### config.mk
export PLATFORM = sky130hd
export DESIGN_NAME = soft_clip_overdrive
export DESIGN_NICKNAME = d
export VERILOG_FILES = /design/src/hw/rtl/sco_pkg.sv /design/src/hw/rtl/soft_clip_overdrive.sv
export VERILOG_INCLUDE_DIRS = /design/src /design/src/hw/rtl
export SDC_FILE = /design/constraint.sdc
export NUM_CORES = 2
export LEC_CHECK = 0
export BUFFER_PORTS_ARGS = -buffer_cell sky130_fd_sc_hd__buf_2
export CAP_MARGIN = 0
export CORE_MARGIN = 3
export CORE_UTILIZATION = 35
export CTS_CLUSTER_DIAMETER = 40
export CTS_CLUSTER_SIZE = 20
export DETAILED_ROUTE_END_ITERATION = 16
export PLACE_DENSITY = 0.57
export SYNTH_ARGS = -nofsm -noshare
export SYNTH_HDL_FRONTEND = slang
export SYNTH_SLANG_ARGS = --single-unit
### constraint.sdc
create_clock -name clk -period 18.65 [get_ports clk]
set_input_delay 3.73 -clock clk [delete_from_list [all_inputs] [get_ports clk]]
set_output_delay 3.73 -clock clk [all_outputs]
set_load 0.01 [all_outputs]
### src/hw/rtl/soft_clip_overdrive_defines.svh
// Assertion macros for the soft-clip overdrive block.
// Assumes the asserting module has a clock named clk and an active-low reset arst_n.
`ifndef SOFT_CLIP_OVERDRIVE_DEFINES_SVH
`define SOFT_CLIP_OVERDRIVE_DEFINES_SVH

// Same-cycle implication, checked at every rising edge outside of reset.
`define SCO_ASSERT_NOW(label, ante, cons, msg) \
	label: assert property (@(posedge clk) disable iff (!arst_n) (ante) |-> (cons)) \
		else $error(msg);

// Next-cycle implication, checked at every rising edge outside of reset.
`define SCO_ASSERT_NEXT(label, ante, cons, msg) \
	label: assert property (@(posedge clk) disable iff (!arst_n) (ante) |=> (cons)) \
		else $error(msg);

`endif

### src/hw/rtl/sco_pkg.sv
// Shared types and constants for the soft-clip overdrive block.
// No dependencies.
`timescale 1ns / 1ps

package sco_pkg;

	// Sample format: signed, one integer bit, 23 fraction bits.
	localparam int SAMPLE_W = 24;
	localparam int FRAC     = 23;

	// Configuration register widths and indexes.
	localparam int GAIN_W  = 16;
	localparam int COEF_W  = 24;
	localparam int VOL_W   = 16;
	localparam int CFG_W   = 24;
	localparam int CFG_IDX_W = 3;

	localparam logic [CFG_IDX_W-1:0] REG_GAIN      = 3'd0;
	localparam logic [CFG_IDX_W-1:0] REG_THRESHOLD = 3'd1;
	localparam logic [CFG_IDX_W-1:0] REG_LP_A0     = 3'd2;
	localparam logic [CFG_IDX_W-1:0] REG_LP_B1     = 3'd3;
	localparam logic [CFG_IDX_W-1:0] REG_LP_ENABLE = 3'd4;
	localparam logic [CFG_IDX_W-1:0] REG_VOLUME    = 3'd5;

	// Shared multiplier: signed operands, wide enough for every product.
	localparam int MUL_W  = 29;
	localparam int PROD_W = 2 * MUL_W;

	// Internal value widths.
	localparam int X_W   = 32;  // gained sample, Q9.23
	localparam int D_W   = 27;  // 2 - 3|x| in the middle region
	localparam int MAG_W = 27;  // |3 - d^2|
	localparam int QUO_W = 26;  // |3 - d^2| / 3
	localparam int V_W   = 28;  // shaped value and lowpass state, Q5.23
	localparam int ACC_W = 53;  // one lowpass product
	localparam int SUM_W = 54;  // sum of both lowpass products

	// Fixed-point constants.
	localparam logic signed [V_W-1:0] ONE_Q   = 28'sh0800000;
	localparam logic signed [D_W-1:0] TWO_Q   = 27'sh1000000;
	localparam logic signed [MAG_W+1:0] THREE_Q = 29'sd25165824;

	// floor(m / 3) = (m * RECIP3) >> RECIP3_SH, exact for m below 2^29.
	localparam int RECIP3_W  = 28;
	localparam int RECIP3_SH = 29;
	localparam logic [RECIP3_W-1:0] RECIP3 = 28'd178956971;

	// Reset values of the configuration registers.
	localparam logic [GAIN_W-1:0] GAIN_RST      = 16'd256;
	localparam logic [COEF_W-1:0] THRESHOLD_RST = 24'd2796203;
	localparam logic [COEF_W-1:0] LP_A0_RST     = 24'd8388608;
	localparam logic [COEF_W-1:0] LP_B1_RST     = 24'd0;
	localparam logic [VOL_W-1:0]  VOLUME_RST    = 16'd4096;

endpackage

### src/hw/rtl/soft_clip_overdrive.sv
// Soft-clip overdrive: drive gain, three-region waveshaper, one-pole lowpass, volume.
// Depends on sco_pkg and on soft_clip_overdrive_defines.svh for its assertions.
//
//  Channel   Direction  Ports                                 Contents
//  s_*       in         s_tvalid s_tready s_tdata[23:0]       sample_in
//  m_*       out        m_tvalid m_tready m_tdata[23:0]       sample_out
//  cfg_*     in         cfg_we cfg_index[2:0] cfg_data[23:0]  register writes
//
// A sample goes through gain, the waveshaper, the lowpass steps unless the lowpass is
// bypassed, and volume; the middle region adds the squaring and the division by three.
// A new sample is accepted only once the last one has finished. Every product
// goes through one shared 29 x 29 signed multiplier, one product per cycle.
// Reset is asynchronous and active low; it restores the
// register defaults and clears the lowpass state. A stalled output holds the sequencer
// in its last step while the finished result waits in the output register.
`timescale 1ns / 1ps

`include "soft_clip_overdrive_defines.svh"

module soft_clip_overdrive
	import sco_pkg::*;
(
	input  logic                 clk,
	input  logic                 arst_n,
	// Input stream.
	input  logic                 s_tvalid,
	output logic                 s_tready,
	input  logic [SAMPLE_W-1:0]  s_tdata,   // [23:0] sample_in
	// Output stream.
	output logic                 m_tvalid,
	input  logic                 m_tready,
	output logic [SAMPLE_W-1:0]  m_tdata,   // [23:0] sample_out
	// Configuration writes.
	input  logic                 cfg_we,
	input  logic [CFG_IDX_W-1:0] cfg_index,
	input  logic [CFG_W-1:0]     cfg_data
);

	// The sequencer walks through the steps below. Each step that starts with a
	// multiplication drives the shared multiplier; the step after it consumes the
	// registered product.
	typedef enum logic [3:0] {
		ST_IDLE,   // waiting for a sample
		ST_GAIN,   // sample * gain
		ST_SHAPE,  // region decision, linear and outer values, middle-region d
		ST_SQ,     // d * d
		ST_NUM,    // 3 - d^2 and its magnitude
		ST_DIV,    // magnitude * reciprocal of three
		ST_QUO,    // quotient with its sign
		ST_LPA,    // a0 * v
		ST_LPB,    // b1 * y, while a0 * v is set aside
		ST_LPS,    // lowpass sum, rescale and saturate
		ST_VOL,    // w * volume
		ST_OUT     // rescale, saturate, hand to the output register
	} state_t;

	// Configuration registers.
	logic [GAIN_W-1:0] gain_q;
	logic [COEF_W-1:0] thr_q;
	logic [COEF_W-1:0] a0_q;
	logic [COEF_W-1:0] b1_q;
	logic              lp_en_q;
	logic [VOL_W-1:0]  vol_q;

	// Datapath and control registers.
	state_t                     state_q;
	logic signed [SAMPLE_W-1:0] samp_q;
	logic signed [PROD_W-1:0]   prod_q;
	logic signed [D_W-1:0]      d_q;
	logic [MAG_W-1:0]           mag_q;
	logic                       neg_q;
	logic signed [V_W-1:0]      v_q;
	logic signed [ACC_W-1:0]    acc_q;
	logic signed [V_W-1:0]      y_q;
	logic [SAMPLE_W-1:0]        out_data_q;
	logic                       out_valid_q;

	// Combinational signals.
	logic signed [MUL_W-1:0]  op_a;
	logic signed [MUL_W-1:0]  op_b;
	logic signed [PROD_W-1:0] mul_p;
	logic signed [X_W-1:0]    x;
	logic                     x_neg;
	logic [X_W-1:0]           x_mag;
	logic                     in_lin;
	logic                     in_mid;
	logic [D_W-2:0]           a3;
	logic signed [D_W-1:0]    d_next;
	logic [MAG_W-1:0]         sq;
	logic signed [MAG_W+1:0]  num;
	logic [MAG_W+1:0]         num_abs;
	logic [QUO_W-1:0]         quo;
	logic signed [V_W-1:0]    quo_s;
	logic signed [V_W-1:0]    v_shape;
	logic signed [SUM_W-1:0]  lp_sum;
	logic signed [V_W-1:0]    y_next;
	logic signed [V_W-1:0]    w;
	logic signed [X_W-1:0]    r;
	logic [SAMPLE_W-1:0]      r_sat;
	logic                     s_acc;
	logic                     out_load;

	assign s_tready = (state_q == ST_IDLE);
	assign s_acc    = s_tvalid && s_tready;
	assign m_tvalid = out_valid_q;
	assign m_tdata  = out_data_q;

	// The result may enter the output register once the previous one has gone.
	assign out_load = (state_q == ST_OUT) && (!out_valid_q || m_tready);

	// Configuration writes. Indexes beyond the register list are ignored.
	always_ff @(posedge clk or negedge arst_n) begin
		if (!arst_n) begin
			gain_q  <= GAIN_RST;
			thr_q   <= THRESHOLD_RST;
			a0_q    <= LP_A0_RST;
			b1_q    <= LP_B1_RST;
			lp_en_q <= 1'b1;
			vol_q   <= VOLUME_RST;
		end else if (cfg_we) begin
			case (cfg_index)
				REG_GAIN:      gain_q  <= cfg_data[GAIN_W-1:0];
				REG_THRESHOLD: thr_q   <= cfg_data[COEF_W-1:0];
				REG_LP_A0:     a0_q    <= cfg_data[COEF_W-1:0];
				REG_LP_B1:     b1_q    <= cfg_data[COEF_W-1:0];
				REG_LP_ENABLE: lp_en_q <= cfg_data[0];
				REG_VOLUME:    vol_q   <= cfg_data[VOL_W-1:0];
				default: ;
			endcase
		end
	end

	// The value that feeds the volume step: lowpass state or the shaped value.
	assign w = lp_en_q ? y_q : v_q;

	// Operand selection for the shared multiplier. Unsigned quantities are
	// zero-extended so that one signed multiplier serves every product.
	always_comb begin
		op_a = '0;
		op_b = '0;
		case (state_q)
			ST_GAIN: begin
				op_a = MUL_W'(samp_q);
				op_b = $signed({{(MUL_W-GAIN_W){1'b0}}, gain_q});
			end
			ST_SQ: begin
				op_a = MUL_W'(d_q);
				op_b = MUL_W'(d_q);
			end
			ST_DIV: begin
				op_a = $signed({{(MUL_W-MAG_W){1'b0}}, mag_q});
				op_b = $signed({{(MUL_W-RECIP3_W){1'b0}}, RECIP3});
			end
			ST_LPA: begin
				op_a = $signed({{(MUL_W-COEF_W){1'b0}}, a0_q});
				op_b = MUL_W'(v_q);
			end
			ST_LPB: begin
				op_a = $signed({{(MUL_W-COEF_W){1'b0}}, b1_q});
				op_b = MUL_W'(y_q);
			end
			ST_VOL: begin
				op_a = $signed({{(MUL_W-VOL_W){1'b0}}, vol_q});
				op_b = MUL_W'(w);
			end
			default: ;
		endcase
	end

	assign mul_p = op_a * op_b;

	// Waveshaper. x = floor(sample * gain / 2^8) keeps 23 fraction bits. The
	// arithmetic shift of the registered product is the floor.
	always_comb begin
		x      = prod_q[X_W+7:8];
		x_neg  = x[X_W-1];
		x_mag  = x_neg ? (X_W'(0) - $unsigned(x)) : $unsigned(x);
		in_lin = x_mag < {{(X_W-COEF_W){1'b0}}, thr_q};
		in_mid = x_mag < {{(X_W-COEF_W-1){1'b0}}, thr_q, 1'b0};

		// In the middle region |x| is below twice the threshold; only its low 24 bits are used, so 3|x| fits in 26 bits.
		a3     = {2'b00, x_mag[23:0]} + {1'b0, x_mag[23:0], 1'b0};
		d_next = TWO_Q - $signed({1'b0, a3});

		// Linear region doubles x; the outer region gives plus or minus one,
		// with zero counted as positive. Neither can reach the Q5.23 bounds.
		if (in_lin) begin
			v_shape = {x[V_W-2:0], 1'b0};
		end else begin
			v_shape = x_neg ? -ONE_Q : ONE_Q;
		end

		// d^2 is never negative and stays below 2^50.
		sq      = prod_q[MAG_W+FRAC-1:FRAC];
		num     = THREE_Q - $signed({2'b00, sq});
		num_abs = num[MAG_W+1] ? ((MAG_W+2)'(0) - $unsigned(num)) : $unsigned(num);

		// Division by three truncates toward zero, so the sign goes on afterwards.
		quo   = prod_q[RECIP3_SH+QUO_W-1:RECIP3_SH];
		quo_s = neg_q ? -$signed({2'b00, quo}) : $signed({2'b00, quo});
	end

	// Lowpass: y = floor((a0*v + b1*y) / 2^23), saturated to Q5.23.
	always_comb begin
		lp_sum = $signed({acc_q[ACC_W-1], acc_q}) + prod_q[SUM_W-1:0];
		if (lp_sum[SUM_W-1:FRAC+V_W-1] != {(SUM_W-FRAC-V_W+1){lp_sum[SUM_W-1]}}) begin
			y_next = lp_sum[SUM_W-1] ? {1'b1, {(V_W-1){1'b0}}} : {1'b0, {(V_W-1){1'b1}}};
		end else begin
			y_next = lp_sum[FRAC+V_W-1:FRAC];
		end
	end

	// Volume: floor(w * volume / 2^12), saturated to the sample range.
	always_comb begin
		r = prod_q[X_W+11:12];
		if (r[X_W-1:SAMPLE_W-1] != {(X_W-SAMPLE_W+1){r[X_W-1]}}) begin
			r_sat = r[X_W-1] ? {1'b1, {(SAMPLE_W-1){1'b0}}} : {1'b0, {(SAMPLE_W-1){1'b1}}};
		end else begin
			r_sat = r[SAMPLE_W-1:0];
		end
	end

	// Sequencer and datapath registers.
	always_ff @(posedge clk or negedge arst_n) begin
		if (!arst_n) begin
			state_q     <= ST_IDLE;
			y_q         <= '0;
			out_valid_q <= 1'b0;
		end else begin
			if (out_load) begin
				out_valid_q <= 1'b1;
			end else if (m_tready) begin
				out_valid_q <= 1'b0;
			end

			case (state_q)
				ST_IDLE: begin
					if (s_acc) begin
						samp_q  <= s_tdata;
						state_q <= ST_GAIN;
					end
				end
				ST_GAIN: begin
					prod_q  <= mul_p;
					state_q <= ST_SHAPE;
				end
				ST_SHAPE: begin
					v_q   <= v_shape;
					d_q   <= d_next;
					neg_q <= x_neg;
					if (!in_lin && in_mid) begin
						state_q <= ST_SQ;
					end else if (lp_en_q) begin
						state_q <= ST_LPA;
					end else begin
						state_q <= ST_VOL;
					end
				end
				ST_SQ: begin
					prod_q  <= mul_p;
					state_q <= ST_NUM;
				end
				ST_NUM: begin
					mag_q   <= num_abs[MAG_W-1:0];
					neg_q   <= neg_q ^ num[MAG_W+1];
					state_q <= ST_DIV;
				end
				ST_DIV: begin
					prod_q  <= mul_p;
					state_q <= ST_QUO;
				end
				ST_QUO: begin
					v_q     <= quo_s;
					state_q <= lp_en_q ? ST_LPA : ST_VOL;
				end
				ST_LPA: begin
					prod_q  <= mul_p;
					state_q <= ST_LPB;
				end
				ST_LPB: begin
					acc_q   <= prod_q[ACC_W-1:0];
					prod_q  <= mul_p;
					state_q <= ST_LPS;
				end
				ST_LPS: begin
					y_q     <= y_next;
					state_q <= ST_VOL;
				end
				ST_VOL: begin
					prod_q  <= mul_p;
					state_q <= ST_OUT;
				end
				ST_OUT: begin
					if (out_load) begin
						out_data_q <= r_sat;
						state_q    <= ST_IDLE;
					end
				end
				default: begin
					state_q <= ST_IDLE;
				end
			endcase
		end
	end

	// A sample taken in always starts the gain multiplication next.
	`SCO_ASSERT_NEXT(a_accept_starts, s_acc, state_q == ST_GAIN, "accepted sample did not start")

	// The first and last lowpass steps must only run with the lowpass switched on.
	`SCO_ASSERT_NOW(a_lp_enabled, (state_q == ST_LPA) || (state_q == ST_LPS), lp_en_q, "lowpass ran while bypassed")

	// Finishing a sample always leaves a result waiting at the output.
	`SCO_ASSERT_NEXT(a_result_shown, out_load, m_tvalid && (state_q == ST_IDLE), "finished sample not presented")

endmodule
==> impl_metrics.py <==
metrics = {
    "critical_path": {
        "reg2regPathDepth": 31,
        "critPathKind": "register to register",
        "crit_required_ps": 19060,
        "rrSetupSlack_ps": 7440,
        "cp_common_cell": "fa_1",
        "crit_fanout": 34,
        "cpMaxStageDelayCell": "dfrtp_1",
        "crit_path_max_incr_delay_ps": 720,
        "cp.arrival_ps": 11620,
        "critPathCaptureType": "register",
        "reg2reg_from": "state_q[3]",
        "reg2reg_to": "prod_q[54]",
        "startpoint_type": "register",
    },
    "cts": {
        "clkSinkCount": 377,
        "clk_latency_ps": 680,
        "hold_buffers": 0,
        "tritoncts": "built",
        "cts_resized": 0,
        "cts_max_level": 2,
        "clkSlewWorstSetupHoldPaths_ps": 70,
        "cts_buffers": 59,
        "cts_setup_buffers": 0,
        "clock_path_buffers": 3,
        "cts_root_buffer": "clkbuf_16",
    },
    "layout": {
        "stdcell_area_um2": 55100,
        "syn2layout_area_growth_pct": 10.2,
        "drive_above_1_share_pct": 9.08,
        "fin_cells": 7166,
        "final_net_count": 6448,
        "utilization_pct": 38.9,
    },
    "sta": {
        "tightest_slew_ps": 1190,
        "setup_viol_count_final": 0,
        "fin_crit_sh_pct": 60.1,
        "fin_skew_ps": 66.7,
        "fmax_ghz": 0.0892,
        "rsz0062_at_grt": "no",
        "finalSetupTns_ps": 0,
        "relSlewSlack_pct": 20.9,
        "fin_crit_ps": 11210,
        "hold_viol": 0,
        "drv_slew": 0,
    },
    "grt": {
        "overflow": 0,
        "antenna_found_initial": 6,
        "grt_pass1_wl_um": 261000,
        "grt_pass1_vias": 40000,
        "grt_use_total_pct": 23.8,
        "grt_max_degree": 89,
    },
    "placement": {
        "io_buffer_count": 81,
        "placed_cell_area_um2": 52900,
        "gp_congestion": 0.967,
        "placedCellCount": 7052,
        "dpl.hpwl_um": 134000,
    },
    "detailed_routing": {
        "drt-total-wl_um": 173000,
        "avgRoutedWirePerCell_um": 24.1,
        "drtPass1Iterations": 8,
        "avgViaCountPerCell": 5.31,
        "drcViolationCount": 0,
        "first_iter_violations": 3470,
        "ant_nets": 0,
        "num_vias": 38100,
    },
    "floorplanning": {
        "io-pin-count": 82,
        "core_um2": 142000,
        "die_h_um": 384,
        "fp.dieW_um": 384,
        "die-area_um2": 148000,
        "start_util_pct": 35.3,
        "rows": 138,
    },
    "yosys": {
        "synthArstFlopShare_pct": 36.6,
        "ys_types": 96,
        "synth.avg_cell_area_um2": 9.64,
        "syn_inst": 5192,
        "synth_seq_cells": 377,
        "netlist_area_um2": 50000,
        "synth_fp_nets": 6417,
        "ys.flop_type": "edfxtp_1",
        "synth_edf_count": 239,
        "synth_warnings": 0,
        "yosysSeqAreaShare_pct": 21.3,
    },
    "job": {
        "drv_cap": 0,
    },
    "hold_path": {
        "hp-start": "prod_q[0]",
        "min_to": "acc_q[0]",
        "hold_class": "register to register",
        "hold_depth": 0,
    },
    "outcome": {
        "status": "finished, final reports clean",
    },
}
## per-stage QoR
stage,setup WS [ps],hold slack (ps)
global route,6670,442
finish,7440,439
global placement,7560,445
floorplan,9090,427
detailed placement,7540,443
CTS,7470,443
## cell usage after synthesis (all sizes together) (31+ instances only)
cell type	n	area share [%]
clkbuf	212	1.6
edfxtp	239	14
xor2	68	1.2
dfrtp	122	6.1
nand2	649	4.9
nand4	42	0.53
a21oi	148	1.5
nand3	70	0.70
xnor2	147	2.6
o21ai	149	1.5
nand2b	31	0.39
inv	958	7.2
nor3	45	0.48
a22oi	48	0.72
nor2	479	3.6
mux2	85	1.9
a21o	82	1.2
fa	854	34
ha	315	7.9
## sequential cells by signal (all words and copies together), names as in the netlist
register / count
neg_q: 1
thr_q: 24
samp_q: 24
m_tdata: 24
gain_q: 16
state_q: 4
lp_en_q: 1
acc_q: 53
mag_q: 27
vol_q: 16
d_q: 27
y_q: 28
b1_q: 24
a0_q: 24
prod_q: 55
v_q: 28
m_tvalid: 1
## placed cells by master, fill, tap and decap left out, drive strengths merged, types with 9 or more instances in the layout
cell and n:
nand3 70, a21boi 10, nand2 649, nand4 42, ha 315, o21ai 149
xnor2 147, a221oi 14, a211oi 17, a21oi 148, o21a 17, nor2 479
buf 211, clkinv 19, nor3 45, dfrtp 122, or4 15, nor2b 28
nand2b 31, or3 19, clkbuf 63, and4 29, and3 26, a21o 82
o31ai 20, and2 26, mux2 85, nor4 10, a222oi 10, a22oi 48
mux2i 10, fa 854, o21bai 12, edfxtp 239, a31oi 29, dfstp 16
inv 981, xor2 68, or2 9
## cell type report
cell class / instances / area (µm²)
fillers: 14000 / 86600
multi-input cells: 3615 / 34900
flip-flops and latches: 377 / 10700
inverters: 959 / 3600
well taps: 1890 / 2360
clock buffers: 63 / 1580
repair buffers: 211 / 1390
clock inverters: 49 / 632
diodes: 2 / 5.00
## critical path: cells and delay by family, from the launching register on
kind | cells | cell delay, ps
buffers and inverters | 5 | 1320
flip-flops | 1 | 720
adder cells (fa/ha/maj) | 9 | 4150
AND/OR/NAND/NOR | 7 | 1900
AO/OA/AOI/OAI | 9 | 2700
XOR/XNOR | 1 | 120
## layer usage
metal / track usage, % / up-vias / part of all wire, %
li1: - / 16600 / -
met1: 32.0 / 19400 / 41
met2: 36.3 / 1646 / 44
met3: 5.12 / 398 / 8.9
met4: 11.7 / 2 / 6.0
met5: 0 / - / 0.0075
## cell families after synthesis
group           share of synthesized area (%)
xor+xnor                                 3.76
flops                                    21.3
buf+inv                                  9.18
simple gates                             13.2
mux                                      2.11
fa+ha+maj                                42.0
compound gates                           8.41
## how the worst max path moves through the flow
| stage | startpoint | to | depth (start not counted) |
|---|---|---|---|
| after floorplan | state_q[2] | prod_q[51] | 36 |
| after global placement | state_q[2] | prod_q[51] | 32 |
| after global routing | state_q[3] | prod_q[51] | 35 |
| after CTS | state_q[3] | prod_q[51] | 33 |
| final | state_q[3] | prod_q[54] | 31 |
| after detailed placement | state_q[3] | prod_q[51] | 33 |
Power is left out: the tool's default activity adds up to more than one toggle a clock period on the data nets, which glitch-free logic cannot reach.
